**src/hdl/mmbn_pkg.sv**
```systemverilog
// Package for the min-max block normalizer.
// Holds default sizes, configuration register codes, the sequencer state type and the
// control word that the top level sends to the sample store. No dependencies.
`default_nettype none

package mmbn_pkg;

    localparam int MAX_LEN_DEF     = 32;
    localparam int SAMPLE_BITS_DEF = 16;

    localparam int CFG_IDX_W = 1;

    localparam int OUT_MIN_RESET = 0;
    localparam int OUT_MAX_RESET = 256;

    typedef enum logic [CFG_IDX_W-1:0] {
        CFG_OUT_MIN = 1'b0,
        CFG_OUT_MAX = 1'b1
    } cfg_idx_t;

    typedef enum logic [2:0] {
        ST_LOAD,
        ST_FETCH,
        ST_MULT,
        ST_DIV,
        ST_PUSH
    } state_t;

    typedef struct packed {
        logic load;
        logic clear;
        logic fetch;
    } store_ctrl_t;

endpackage

`default_nettype wire

```
**src/hdl/mmbn_store.sv**
```systemverilog
// Sample store of the min-max block normalizer: block memory, fill count and the
// running high and low of the current block.
// Depends on mmbn_pkg.
`default_nettype none

module mmbn_store #(
    parameter int MAX_LEN     = mmbn_pkg::MAX_LEN_DEF,
    parameter int SAMPLE_BITS = mmbn_pkg::SAMPLE_BITS_DEF,
    localparam int ADDR_W     = $clog2(MAX_LEN),
    localparam int CNT_W      = $clog2(MAX_LEN + 1)
) (
    input  wire logic                      clk,
    input  wire logic                      rst_n,
    input  wire mmbn_pkg::store_ctrl_t     ctrl,
    input  wire logic [SAMPLE_BITS-1:0]    sample,
    input  wire logic [ADDR_W-1:0]         rd_addr,
    output logic      [SAMPLE_BITS-1:0]    rd_data,
    output logic      [CNT_W-1:0]          count,
    output logic      [SAMPLE_BITS-1:0]    high,
    output logic      [SAMPLE_BITS-1:0]    low
);

    logic [SAMPLE_BITS-1:0] mem [MAX_LEN];
    logic [SAMPLE_BITS-1:0] rd_data_reg;
    logic [CNT_W-1:0]       count_reg, count_next;
    logic [SAMPLE_BITS-1:0] high_reg, high_next;
    logic [SAMPLE_BITS-1:0] low_reg, low_next;

    always_ff @(posedge clk)
    begin
        if (ctrl.load)
        begin
            mem[count_reg[ADDR_W-1:0]] <= sample;
        end
        if (ctrl.fetch)
        begin
            rd_data_reg <= mem[rd_addr];
        end
    end

    always_comb
    begin
        count_next = count_reg;
        high_next  = high_reg;
        low_next   = low_reg;
        if (ctrl.clear)
        begin
            count_next = '0;
        end
        else if (ctrl.load)
        begin
            count_next = count_reg + CNT_W'(1);
            if (count_reg == '0)
            begin
                high_next = sample;
                low_next  = sample;
            end
            else
            begin
                if ($signed(sample) > $signed(high_reg))
                begin
                    high_next = sample;
                end
                if ($signed(sample) < $signed(low_reg))
                begin
                    low_next = sample;
                end
            end
        end
    end

    always_ff @(posedge clk or negedge rst_n)
    begin
        if (!rst_n)
        begin
            count_reg <= '0;
            high_reg  <= '0;
            low_reg   <= '0;
        end
        else
        begin
            count_reg <= count_next;
            high_reg  <= high_next;
            low_reg   <= low_next;
        end
    end

    assign rd_data = rd_data_reg;
    assign count   = count_reg;
    assign high    = high_reg;
    assign low     = low_reg;

endmodule

`default_nettype wire

```
**src/hdl/mmbn_serial_div.sv**
```systemverilog
// Bit-serial restoring divider of the min-max block normalizer.
// Divides a 2W-bit dividend by a W-bit divisor whose quotient fits in W bits, one bit per cycle.
// Depends on mmbn_pkg for the default of the width W.
`default_nettype none

module mmbn_serial_div #(
    parameter int W = mmbn_pkg::SAMPLE_BITS_DEF + 1,
    localparam int CW = $clog2(W + 1)
) (
    input  wire logic             clk,
    input  wire logic             rst_n,
    input  wire logic             start,
    input  wire logic [2*W-1:0]   dividend,
    input  wire logic [W-1:0]     divisor,
    output logic                  done,
    output logic      [W-1:0]     quotient
);

    logic [W-1:0]  rem_reg, rem_next;
    logic [W-1:0]  dvd_reg, dvd_next;
    logic [W-1:0]  dvs_reg, dvs_next;
    logic [CW-1:0] cnt_reg, cnt_next;
    logic          busy_reg, busy_next;
    logic          done_reg, done_next;
    logic [W+1:0]  diff;
    logic          fits;

    // The partial remainder stays below the divisor, so the trial difference needs two
    // extra bits: one for the shifted-in dividend bit and one for the borrow.
    assign diff = {1'b0, rem_reg, dvd_reg[W-1]} - {2'b00, dvs_reg};
    assign fits = !diff[W+1];

    always_comb
    begin
        rem_next  = rem_reg;
        dvd_next  = dvd_reg;
        dvs_next  = dvs_reg;
        cnt_next  = cnt_reg;
        busy_next = busy_reg;
        done_next = 1'b0;
        if (start)
        begin
            rem_next  = dividend[2*W-1:W];
            dvd_next  = dividend[W-1:0];
            dvs_next  = divisor;
            cnt_next  = '0;
            busy_next = 1'b1;
        end
        else if (busy_reg)
        begin
            rem_next = fits ? diff[W-1:0] : {rem_reg[W-2:0], dvd_reg[W-1]};
            dvd_next = {dvd_reg[W-2:0], fits};
            cnt_next = cnt_reg + CW'(1);
            if (cnt_reg == CW'(W - 1))
            begin
                busy_next = 1'b0;
                done_next = 1'b1;
            end
        end
    end

    always_ff @(posedge clk)
    begin
        rem_reg <= rem_next;
        dvd_reg <= dvd_next;
        dvs_reg <= dvs_next;
    end

    always_ff @(posedge clk or negedge rst_n)
    begin
        if (!rst_n)
        begin
            cnt_reg  <= '0;
            busy_reg <= 1'b0;
            done_reg <= 1'b0;
        end
        else
        begin
            cnt_reg  <= cnt_next;
            busy_reg <= busy_next;
            done_reg <= done_next;
        end
    end

    assign done     = done_reg;
    assign quotient = dvd_reg;

endmodule

`default_nettype wire

```
**src/hdl/min_max_block_normalizer_top.sv**
```systemverilog
// Top level of the min-max block normalizer: configuration registers, sequencer,
// offset multiply and output word register.
// Depends on mmbn_pkg, mmbn_store and mmbn_serial_div.

// Samples are taken one word per cycle until a word marked last arrives or the store holds
// MAX_LEN samples; the input then stalls while the block is emitted in arrival order. Each
// result passes through one store read, one multiply, SAMPLE_BITS + 1 steps of the
// bit-serial divider and its done flag, and the load of the output register; in a flat
// block no division is done. The output register holds a result while the next one is
// computed, and loading of the next block starts as soon as the last result of a block
// sits in the output register.
`default_nettype none

module min_max_block_normalizer_top #(
    parameter int MAX_LEN     = mmbn_pkg::MAX_LEN_DEF,
    parameter int SAMPLE_BITS = mmbn_pkg::SAMPLE_BITS_DEF
) (
    input  wire logic                             clk,
    input  wire logic                             rst_n,
    input  wire logic                             cfg_valid,
    output logic                                  cfg_ready,
    input  wire logic [mmbn_pkg::CFG_IDX_W-1:0]   cfg_index,
    input  wire logic [SAMPLE_BITS-1:0]           cfg_data,
    input  wire logic                             in_valid,
    output logic                                  in_stall,
    input  wire logic [SAMPLE_BITS-1:0]           sample,
    input  wire logic                             last,
    output logic                                  out_valid,
    input  wire logic                             out_stall,
    output logic      [SAMPLE_BITS-1:0]           scaled,
    output logic                                  flat,
    output logic      [SAMPLE_BITS-1:0]           block_high,
    output logic      [SAMPLE_BITS-1:0]           block_low,
    output logic                                  end_of_run
);

    localparam int W      = SAMPLE_BITS + 1;
    localparam int ADDR_W = $clog2(MAX_LEN);
    localparam int CNT_W  = $clog2(MAX_LEN + 1);

    logic [SAMPLE_BITS-1:0] out_min_reg;
    logic [SAMPLE_BITS-1:0] out_max_reg;

    mmbn_pkg::state_t       state_reg, state_next;
    logic [CNT_W-1:0]       idx_reg, idx_next;
    mmbn_pkg::store_ctrl_t  ctrl;

    logic [SAMPLE_BITS-1:0] rd_data;
    logic [CNT_W-1:0]       count;
    logic [SAMPLE_BITS-1:0] high;
    logic [SAMPLE_BITS-1:0] low;

    logic                   block_end;
    logic                   is_flat;
    logic [W-1:0]           range_w;
    logic                   range_neg;
    logic [W-1:0]           mag;
    logic [W-1:0]           span;
    logic [W-1:0]           offset;
    logic [2*W-1:0]         product;
    logic                   div_start;
    logic                   div_done;
    logic [W-1:0]           quotient;
    logic [W-1:0]           q_sel;
    logic [W-1:0]           result_w;
    logic                   is_final;
    logic                   push;

    logic                   out_valid_reg, out_valid_next;
    logic [SAMPLE_BITS-1:0] scaled_reg;
    logic                   flat_reg;
    logic [SAMPLE_BITS-1:0] high_out_reg;
    logic [SAMPLE_BITS-1:0] low_out_reg;
    logic                   eor_reg;

    assign cfg_ready = 1'b1;

    always_ff @(posedge clk or negedge rst_n)
    begin
        if (!rst_n)
        begin
            out_min_reg <= SAMPLE_BITS'(mmbn_pkg::OUT_MIN_RESET);
            out_max_reg <= SAMPLE_BITS'(mmbn_pkg::OUT_MAX_RESET);
        end
        else if (cfg_valid && cfg_ready)
        begin
            unique case (mmbn_pkg::cfg_idx_t'(cfg_index))
                mmbn_pkg::CFG_OUT_MIN: out_min_reg <= cfg_data;
                mmbn_pkg::CFG_OUT_MAX: out_max_reg <= cfg_data;
            endcase
        end
    end

    mmbn_store #(
        .MAX_LEN     (MAX_LEN),
        .SAMPLE_BITS (SAMPLE_BITS)
    ) u_store (
        .clk     (clk),
        .rst_n   (rst_n),
        .ctrl    (ctrl),
        .sample  (sample),
        .rd_addr (idx_reg[ADDR_W-1:0]),
        .rd_data (rd_data),
        .count   (count),
        .high    (high),
        .low     (low)
    );

    // All differences are taken one bit wider than a sample so they never overflow.
    assign range_w   = {out_max_reg[SAMPLE_BITS-1], out_max_reg}
                     - {out_min_reg[SAMPLE_BITS-1], out_min_reg};
    assign range_neg = range_w[W-1];
    assign mag       = range_neg ? (~range_w + W'(1)) : range_w;
    assign span      = {high[SAMPLE_BITS-1], high} - {low[SAMPLE_BITS-1], low};
    assign offset    = {rd_data[SAMPLE_BITS-1], rd_data} - {low[SAMPLE_BITS-1], low};
    assign product   = offset * mag;
    assign is_flat   = (high == low);

    mmbn_serial_div #(
        .W (W)
    ) u_div (
        .clk      (clk),
        .rst_n    (rst_n),
        .start    (div_start),
        .dividend (product),
        .divisor  (span),
        .done     (div_done),
        .quotient (quotient)
    );

    assign q_sel    = is_flat ? '0 : quotient;
    assign result_w = range_neg ? ({out_min_reg[SAMPLE_BITS-1], out_min_reg} - q_sel)
                                : ({out_min_reg[SAMPLE_BITS-1], out_min_reg} + q_sel);
    assign is_final = (idx_reg == count - CNT_W'(1));

    assign block_end = last || (count == CNT_W'(MAX_LEN - 1));

    always_comb
    begin
        state_next  = state_reg;
        idx_next    = idx_reg;
        in_stall    = 1'b1;
        div_start   = 1'b0;
        push        = 1'b0;
        ctrl.load   = 1'b0;
        ctrl.clear  = 1'b0;
        ctrl.fetch  = 1'b0;
        unique case (state_reg)
            mmbn_pkg::ST_LOAD:
            begin
                in_stall  = 1'b0;
                ctrl.load = in_valid;
                if (in_valid && block_end)
                begin
                    idx_next   = '0;
                    state_next = mmbn_pkg::ST_FETCH;
                end
            end
            mmbn_pkg::ST_FETCH:
            begin
                ctrl.fetch = 1'b1;
                state_next = mmbn_pkg::ST_MULT;
            end
            mmbn_pkg::ST_MULT:
            begin
                if (is_flat)
                begin
                    state_next = mmbn_pkg::ST_PUSH;
                end
                else
                begin
                    div_start  = 1'b1;
                    state_next = mmbn_pkg::ST_DIV;
                end
            end
            mmbn_pkg::ST_DIV:
            begin
                if (div_done)
                begin
                    state_next = mmbn_pkg::ST_PUSH;
                end
            end
            mmbn_pkg::ST_PUSH:
            begin
                if (!out_valid_reg || !out_stall)
                begin
                    push = 1'b1;
                    if (is_final)
                    begin
                        ctrl.clear = 1'b1;
                        idx_next   = '0;
                        state_next = mmbn_pkg::ST_LOAD;
                    end
                    else
                    begin
                        idx_next   = idx_reg + CNT_W'(1);
                        state_next = mmbn_pkg::ST_FETCH;
                    end
                end
            end
            default:
            begin
                state_next = mmbn_pkg::ST_LOAD;
            end
        endcase
    end

    always_ff @(posedge clk or negedge rst_n)
    begin
        if (!rst_n)
        begin
            state_reg <= mmbn_pkg::ST_LOAD;
            idx_reg   <= '0;
        end
        else
        begin
            state_reg <= state_next;
            idx_reg   <= idx_next;
        end
    end

    assign out_valid_next = push || (out_valid_reg && out_stall);

    always_ff @(posedge clk or negedge rst_n)
    begin
        if (!rst_n)
        begin
            out_valid_reg <= 1'b0;
        end
        else
        begin
            out_valid_reg <= out_valid_next;
        end
    end

    always_ff @(posedge clk)
    begin
        if (push)
        begin
            scaled_reg   <= result_w[SAMPLE_BITS-1:0];
            flat_reg     <= is_flat;
            high_out_reg <= high;
            low_out_reg  <= low;
            eor_reg      <= is_final;
        end
    end

    assign out_valid  = out_valid_reg;
    assign scaled     = scaled_reg;
    assign flat       = flat_reg;
    assign block_high = high_out_reg;
    assign block_low  = low_out_reg;
    assign end_of_run = eor_reg;

endmodule

`default_nettype wire

```
**config.mk**
```make
export PLATFORM = sky130hd
export DESIGN_NAME = min_max_block_normalizer_top
export DESIGN_NICKNAME = d
export VERILOG_FILES = /design/src/hdl/mmbn_pkg.sv /design/src/hdl/mmbn_store.sv /design/src/hdl/mmbn_serial_div.sv /design/src/hdl/min_max_block_normalizer_top.sv
export SDC_FILE = /design/constraint.sdc
export NUM_CORES = 2
export LEC_CHECK = 0
export BUFFER_PORTS_ARGS = -buffer_cell sky130_fd_sc_hd__buf_4
export CAP_MARGIN = 20
export CELL_PAD_IN_SITES_DETAIL_PLACEMENT = 1
export CELL_PAD_IN_SITES_GLOBAL_PLACEMENT = 1
export CORE_MARGIN = 2
export CORE_UTILIZATION = 53
export DETAILED_ROUTE_END_ITERATION = 10
export PLACE_DENSITY_LB_ADDON = 0.1
export SLEW_MARGIN = 0
export SYNTH_ARGS = -nofsm -noshare
export SYNTH_HDL_FRONTEND = slang
export SYNTH_SLANG_ARGS = --single-unit
```
**constraint.sdc**
```tcl
create_clock -name clk -period 10.8 [get_ports clk]
set_input_delay 2.16 -clock clk [delete_from_list [all_inputs] [get_ports clk]]
set_output_delay 2.16 -clock clk [all_outputs]
set_load 0.02 [all_outputs]
```
## Yosys cells after proc, flatten, opt, wreduce, memory -nomap -nowiden

Memory sizes are Yosys's and may differ from the RTL's. A register that Yosys moved wholly into a read port is not among the register bits.
Index checks and enable logic that the tools add are counted.

- Add/sub/neg operators: 11
- $mul: 1
- Magnitude comparators: 2
- Equality and inequality tests: 11
- Mux-type cells: 44
- Bitwise operators: 3
- Reductions and logical operators: 21

Operators by type and width:

| operator | count |
|---|---|
| 2-to-1 mux 17 bit | 6 |
| 2-to-1 mux 16 bit | 6 |
| subtractor 16 x 16 -> 17 bit | 3 |
| multiplier 17 x 17 -> 34 bit | 1 |
| 2-to-1 mux 6 bit | 5 |
| 2-to-1 mux 1 bit | 19 |
| subtractor 18 x 17 -> 19 bit | 1 |
| adder 17 x 1 -> 17 bit (second input constant) | 1 |
| NOT 17 bit | 1 |
| adder 16 bit | 1 |
| == test 16 bit | 1 |
| greater-than comparator 16 bit | 1 |
| < comparator 16 bit | 1 |
| subtractor 16 bit | 1 |
| one-hot mux 3 bit (5 select lines) | 1 |
| adder 6 x 1 -> 6 bit (second input constant) | 2 |
| 2-to-1 mux 3 bit | 4 |
| one-hot mux 6 bit (2 select lines) | 1 |
| AND reduction 3 bit | 4 |
| 2-to-1 mux 5 bit | 2 |
| nonzero test 2 bit | 5 |
| == test 3 x 2 -> 1 bit (second input constant) | 2 |
| == test 6 x 5 -> 1 bit (second input constant) | 1 |
| == test 6 bit | 1 |
| other kinds (14) | 22 |

- Register bits after elaboration: 188
- Memory bits (writable): 512
- Bits of input ports: 39
- Output and inout bits: 53
- Word-level logic and storage cells: 113
- Memories: 1

Memories:

| name | words | width | read ports | clocked after Yosys merged registers in | wr ports | RTL line | text |
|---|---|---|---|---|---|---|---|
| u_store.mem | 32 | 16 | 1 | 1 | 1 | mmbn_store.sv:23 | `logic [SAMPLE_BITS-1:0] mem [MAX_LEN];` |

## Longest topological paths before layout

- Depth after elaboration: 7
- Depth in mapped cells: 36
- Depth with buffers taken out: 34

## By module

Synthesis repeated with hierarchy kept, for this count alone.

- Cell total of the unflattened synthesis: 3198
- Area, all modules: 42558.3 µm²

By module, submodules not included:

| module | instances | cells an instance | area each (µm²) | seq. area each (µm²) |
|---|---|---|---|---|
| mmbn_store | 1 | 1002 | 22387.7 | 16806.1 |
| min_max_block_normalizer_top | 1 | 1913 | 16831.1 | 2553.7 |
| mmbn_serial_div | 1 | 283 | 3339.5 | 1706.6 |

## Worst setup path before layout

OpenSTA, ideal clock, no wires.

- Path kind: flip-flop to flip-flop
- From: reg out_min_reg[0]
- To: reg u_div.rem_reg[16], data pin
- Setup time: 0.273 ns
- Arrival time: 8.618 ns
- Required time: 10.527 ns
- Setup slack: 1.909 ns
- Cell stages (with the launch flop): 32
- Buffers on the path: 2
- Period minus slack after synthesis: 8.891 ns
- Cell sequence: dfrtp_1 -> ha_1 -> fa_1 -> nor2b_1 -> o211a_1 -> o22ai_2 -> o41a_1 -> o31ai_2 -> clkbuf_1 -> a21oi_1 -> xor2_1 -> clkbuf_1 -> nand2_1 -> fa_1 -> inv_1 -> fa_1 -> fa_1 -> fa_1 -> fa_1 -> inv_1 -> fa_1 -> inv_1 -> ha_1 -> nand3_1 -> a211oi_1 -> a211oi_1 -> or3_1 -> a31oi_1 -> a2111oi_0 -> nor3b_1 -> mux2i_1 -> o211ai_1

- Word-level cells in the longest chain between the ends: 6

Ends and longest elaborated chain:

| what | RTL line | text |
|---|---|---|
| start: declaration | min_max_block_normalizer_top.sv:41 | `logic [SAMPLE_BITS-1:0] out_min_reg;` |
| start signal: assignment | min_max_block_normalizer_top.sv:82 | `out_min_reg <= SAMPLE_BITS'(mmbn_pkg::OUT_MIN_RESET);` |
| start signal: assignment | min_max_block_normalizer_top.sv:88 | `mmbn_pkg::CFG_OUT_MIN: out_min_reg <= cfg_data;` |
| subtractor 16 x 16 -> 17 bit * | min_max_block_normalizer_top.sv:111 | `- {out_min_reg[SAMPLE_BITS-1], out_min_reg};` |
| NOT 17 bit | min_max_block_normalizer_top.sv:113 | `assign mag = range_neg ? (~range_w + W'(1)) : range_w;` |
| adder 17 x 1 -> 17 bit | min_max_block_normalizer_top.sv:113 |  |
| 2-to-1 mux 17 bit * | min_max_block_normalizer_top.sv:113 |  |
| multiplier 17 x 17 -> 34 bit * | min_max_block_normalizer_top.sv:116 | `assign product = offset * mag;` |
| 2-to-1 mux 17 bit * | mmbn_serial_div.sv:41 | `if (start)` |
| net u_div.rem_next[16] | mmbn_serial_div.sv:19 | `logic [W-1:0] rem_reg, rem_next;` |
| end signal: assignment | mmbn_serial_div.sv:64 | `rem_reg <= rem_next;` |
| end: declaration | mmbn_serial_div.sv:19 |  |

Mark *: on every way through the listed nets, which the timed path passes. The rest lies on a longest branch.
A chain may end at the register's enable or synchronous reset.

## Final worst setup path

- From: reg u_store.low_reg[1] (netlist: u_store.low[1])
- To: reg u_div.rem_reg[16], data pin

- Word-level cells in the longest chain between the ends: 4
- Elaborated cells between the ends (all ways): 6
- Those cells by class: add/sub (1); mul (1); eq/ne (1); mux (3)

Ends and longest elaborated chain:

| what | RTL line | text |
|---|---|---|
| start: declaration | mmbn_store.sv:27 | `logic [SAMPLE_BITS-1:0] low_reg, low_next;` |
| start signal: assignment | mmbn_store.sv:84 | `low_reg <= low_next;` |
| parallel branches: the longest is 3 deep, another holds multiplier 17 x 17 -> 34 bit | n/a |  |
| 2-to-1 mux 17 bit * | mmbn_serial_div.sv:41 |  |
| net u_div.rem_next[16] | mmbn_serial_div.sv:19 |  |

Mark *: on every way through the listed nets, which the timed path passes.

==> metrics.txt <==
setup repair bufs after CTS=0; Post-synth EDFFs=629; CP Capture Point=u_div.rem_reg[16]; Util after Layout=approximately three fifths; Worst Clk Skew=~0.044 ns; Cell Rows=103; synthesis warning total=0; Period minus WS final=a little under 10 ns; core box area=78600 um2; global routing usage on met1=37.7%; # Max-Cap Violations=0; Post-Place Cell Area=44000 um2; Mapped Nets=3629; Slowest-stage cell, CP=sky130_fd_sc_hd__o31ai_1; CTS tree=done; commonest cells after routing, fill and taps aside=sky130_fd_sc_hd__edfxtp_1 (629), sky130_fd_sc_hd__inv_1 (379), sky130_fd_sc_hd__nand2_1 (288), sky130_fd_sc_hd__fa_1 (229), sky130_fd_sc_hd__ha_1 (229); largest fanout of any net on the critical path=17; worst slew margin relative to its limit=27.1%; category of the critical setup timing path=flip-flop to flip-flop; highest clock frequency the design can meet=0.101 GHz; number of distinct library cells after synthesis=77; cell occurring most often along the worst timing path=sky130_fd_sc_hd__fa_1; number of buffer cells added on primary ports=90; initial antenna violation count=2; level count of the clock H-tree=3; number of global-route vias before repair=29100; Design Area, Final=46700 um2; worst reg2reg setup slack=0.90 ns; die outline width=approximately 290 um; number of gates resized after cts=0; top-level I/O count=92; buffer type at the clock tree root=sky130_fd_sc_hd__clkbuf_16; Initial Util=53.2%; Tightest Pin Transition=1.09 ns; Syn-to-layout area delta=11.6%; fin crit share=about 92%; Hold/Removal Path Class=flip-flop to flip-flop; capturing element type of the critical path=flip-flop; Main synth FF type=sky130_fd_sc_hd__edfxtp_1; area of the die=81200 um2; post-synthesis instance area=41900 um2; met3 usage=4.06%; maximum clock path buffer count=3; detailed-route wire length per cell=between 20 and 30 um; detailed-route vias per instance=about 5.9; aggregate global routing overflow=0; unrepaired setup endpoints after global routing=false; Reg-to-Reg Start=u_store.low[1]; cts-stage hold buffer count=0; Worst Reg-to-Reg Cells=29; clock edge transition at the registers on the reported setup and hold paths=0.07 ns; count of TritonRoute iterations in the first routing pass=5; global-route wire length before repair=176 mm; Post-Synthesis Mean Instance Area=approximately 13 um2; type of origin of the critical path=flip-flop; endpoint of the worst-slack reg-to-reg timing path=u_div.rem_reg[16]; placer's final routability congestion estimate=about 0.86; number of clock sinks=716; initial drt markers=1783; number of flip-flops in the largest register=512; register bit total from synthesis=716; busiest layer in global routing=met2; Crit path required time=between 10 and 15 ns; gate count of the mapped netlist=3132; outcome=complete, no violations; async set or reset register ratio after synthesis=12.2%; Seq/Total Area, Yosys=50.3%; count of final max-slew check failures=0; pin count of the biggest net entering global routing=roughly 100; Final Hold Vio Count=0; clock insertion delay at the later pin of the skew report=~0.64 ns; Die H=~290 um; met2 Track Usage GR=50.0%; worst path arrival time=10.25 ns; leading cell type in the layout, fill and taps excluded=sky130_fd_sc_hd__edfxtp_1; Detailed Place HPWL=79.7 mm; layout cells sized above 1=between 10% and 20%; worst setup path startpoint=u_store.low[1]; count of endpoints failing setup in the final report=0; Routed Antenna Nets=0; DRT Wirelength=roughly 110 mm; total routing usage reported by global routing=28.7%; final setup TNS=0 ns; net total in the final layout=approximately 3800; CTS Buf Count=78; number of vias after detailed routing=26000; Post-route DRC=0; Worst path max stage delay=approximately 0.74 ns
==> Yosys cell counts (all sizes together) (11+ instances only) <==
cell	n	area, um2
a211oi	25	188
a21o	37	278
a21oi	90	450
a31oi	14	87.6
and2	75	469
and3	15	93.8
buf	20	83.8
clkbuf	88	330
dfrtp	86	2150
edfxtp	629	18900
fa	229	4580
ha	229	2870
inv	380	1430
mux2	66	743
mux2i	11	110
mux4	160	3600
nand2	288	1080
nand2b	31	194
nand3	20	100
nand4	11	68.8
nor2	159	597
nor2b	35	219
nor3	30	150
o21a	18	135
o21ai	105	526
o31ai	15	118
or3	18	123
xnor2	71	637
xor2	54	480
==> layout make-up <==
| type | count | area [um2] |
|---|---|---|
| flip-flops and latches | 716 | 21100 |
| inverters | 380 | 1430 |
| repair buffers | 162 | 1240 |
| multi-input cells | 1928 | 19000 |
| clock inverters | 42 | 522 |
| fillers | 7640 | 31900 |
| clock buffers | 102 | 2120 |
| well taps | 1050 | 1310 |
| diodes | 1 | 2.50 |
==> critical path, delay by kind of cell (launching register included) <==
family                     cells  cell delay [ns]
DFF                            1             0.42
muxes                          1             0.23
AOI/OAI and AO/OA             10             3.42
buffers and inverters          5             0.44
adders and majority gates      8             3.72
and+or+nand+nor                5             1.43
==> kinds of logic (layout without fill, tap and decap cells) <==
| logic type | count (synthesis) | after routing | share of synthesized area [%] |
|---|---|---|---|
| DFF | 716 | 716 | 50.3 |
| and+or+nand+nor | 721 | 721 | 8.12 |
| muxes | 237 | 237 | 10.6 |
| xor gates and xnor gates | 125 | 125 | 2.67 |
| adders and majority gates | 458 | 458 | 17.8 |
| AOI/OAI and AO/OA | 386 | 386 | 6.02 |
| buffers and inverters | 488 | 686 | 4.40 |
| other | 1 | 2 | 0.00896 |
==> stage by stage <==
stage / hold WS [ns] / setup WS, ns / cells
after floorplan: 0.443 / 1.91 / 3132
after global placement: 0.455 / 1.30 / 4235
after detailed placement: 0.462 / 1.04 / 4235
after CTS: 0.458 / 1.01 / 4379
after global routing: 0.482 / 0.321 / 4380
final: 0.470 / 0.896 / 4381
==> how the worst min path moves through the flow <==
stage                                to  slack (ns)            start  depth (start not counted)
after global placement     block_low[3]        0.46   u_store.low[3]                          0
after CTS                 block_high[0]        0.46  u_store.high[0]                          0
final                     block_high[0]        0.47  u_store.high[0]                          0
after floorplan           block_low[10]        0.44  u_store.low[10]                          0
after global routing      block_high[0]        0.48  u_store.high[0]                          0
after detailed placement  block_low[10]        0.46  u_store.low[10]                          0
==> routing by layer <==
metal	wire length [um]	part of all wire, %
met5	13	0.011
met1	46900	41
met4	3200	2.8
met2	58100	51
met3	5900	5.2
Power is left out: the tool's default activity adds up to more than one toggle a clock period on the data nets, which glitch-free logic cannot reach.
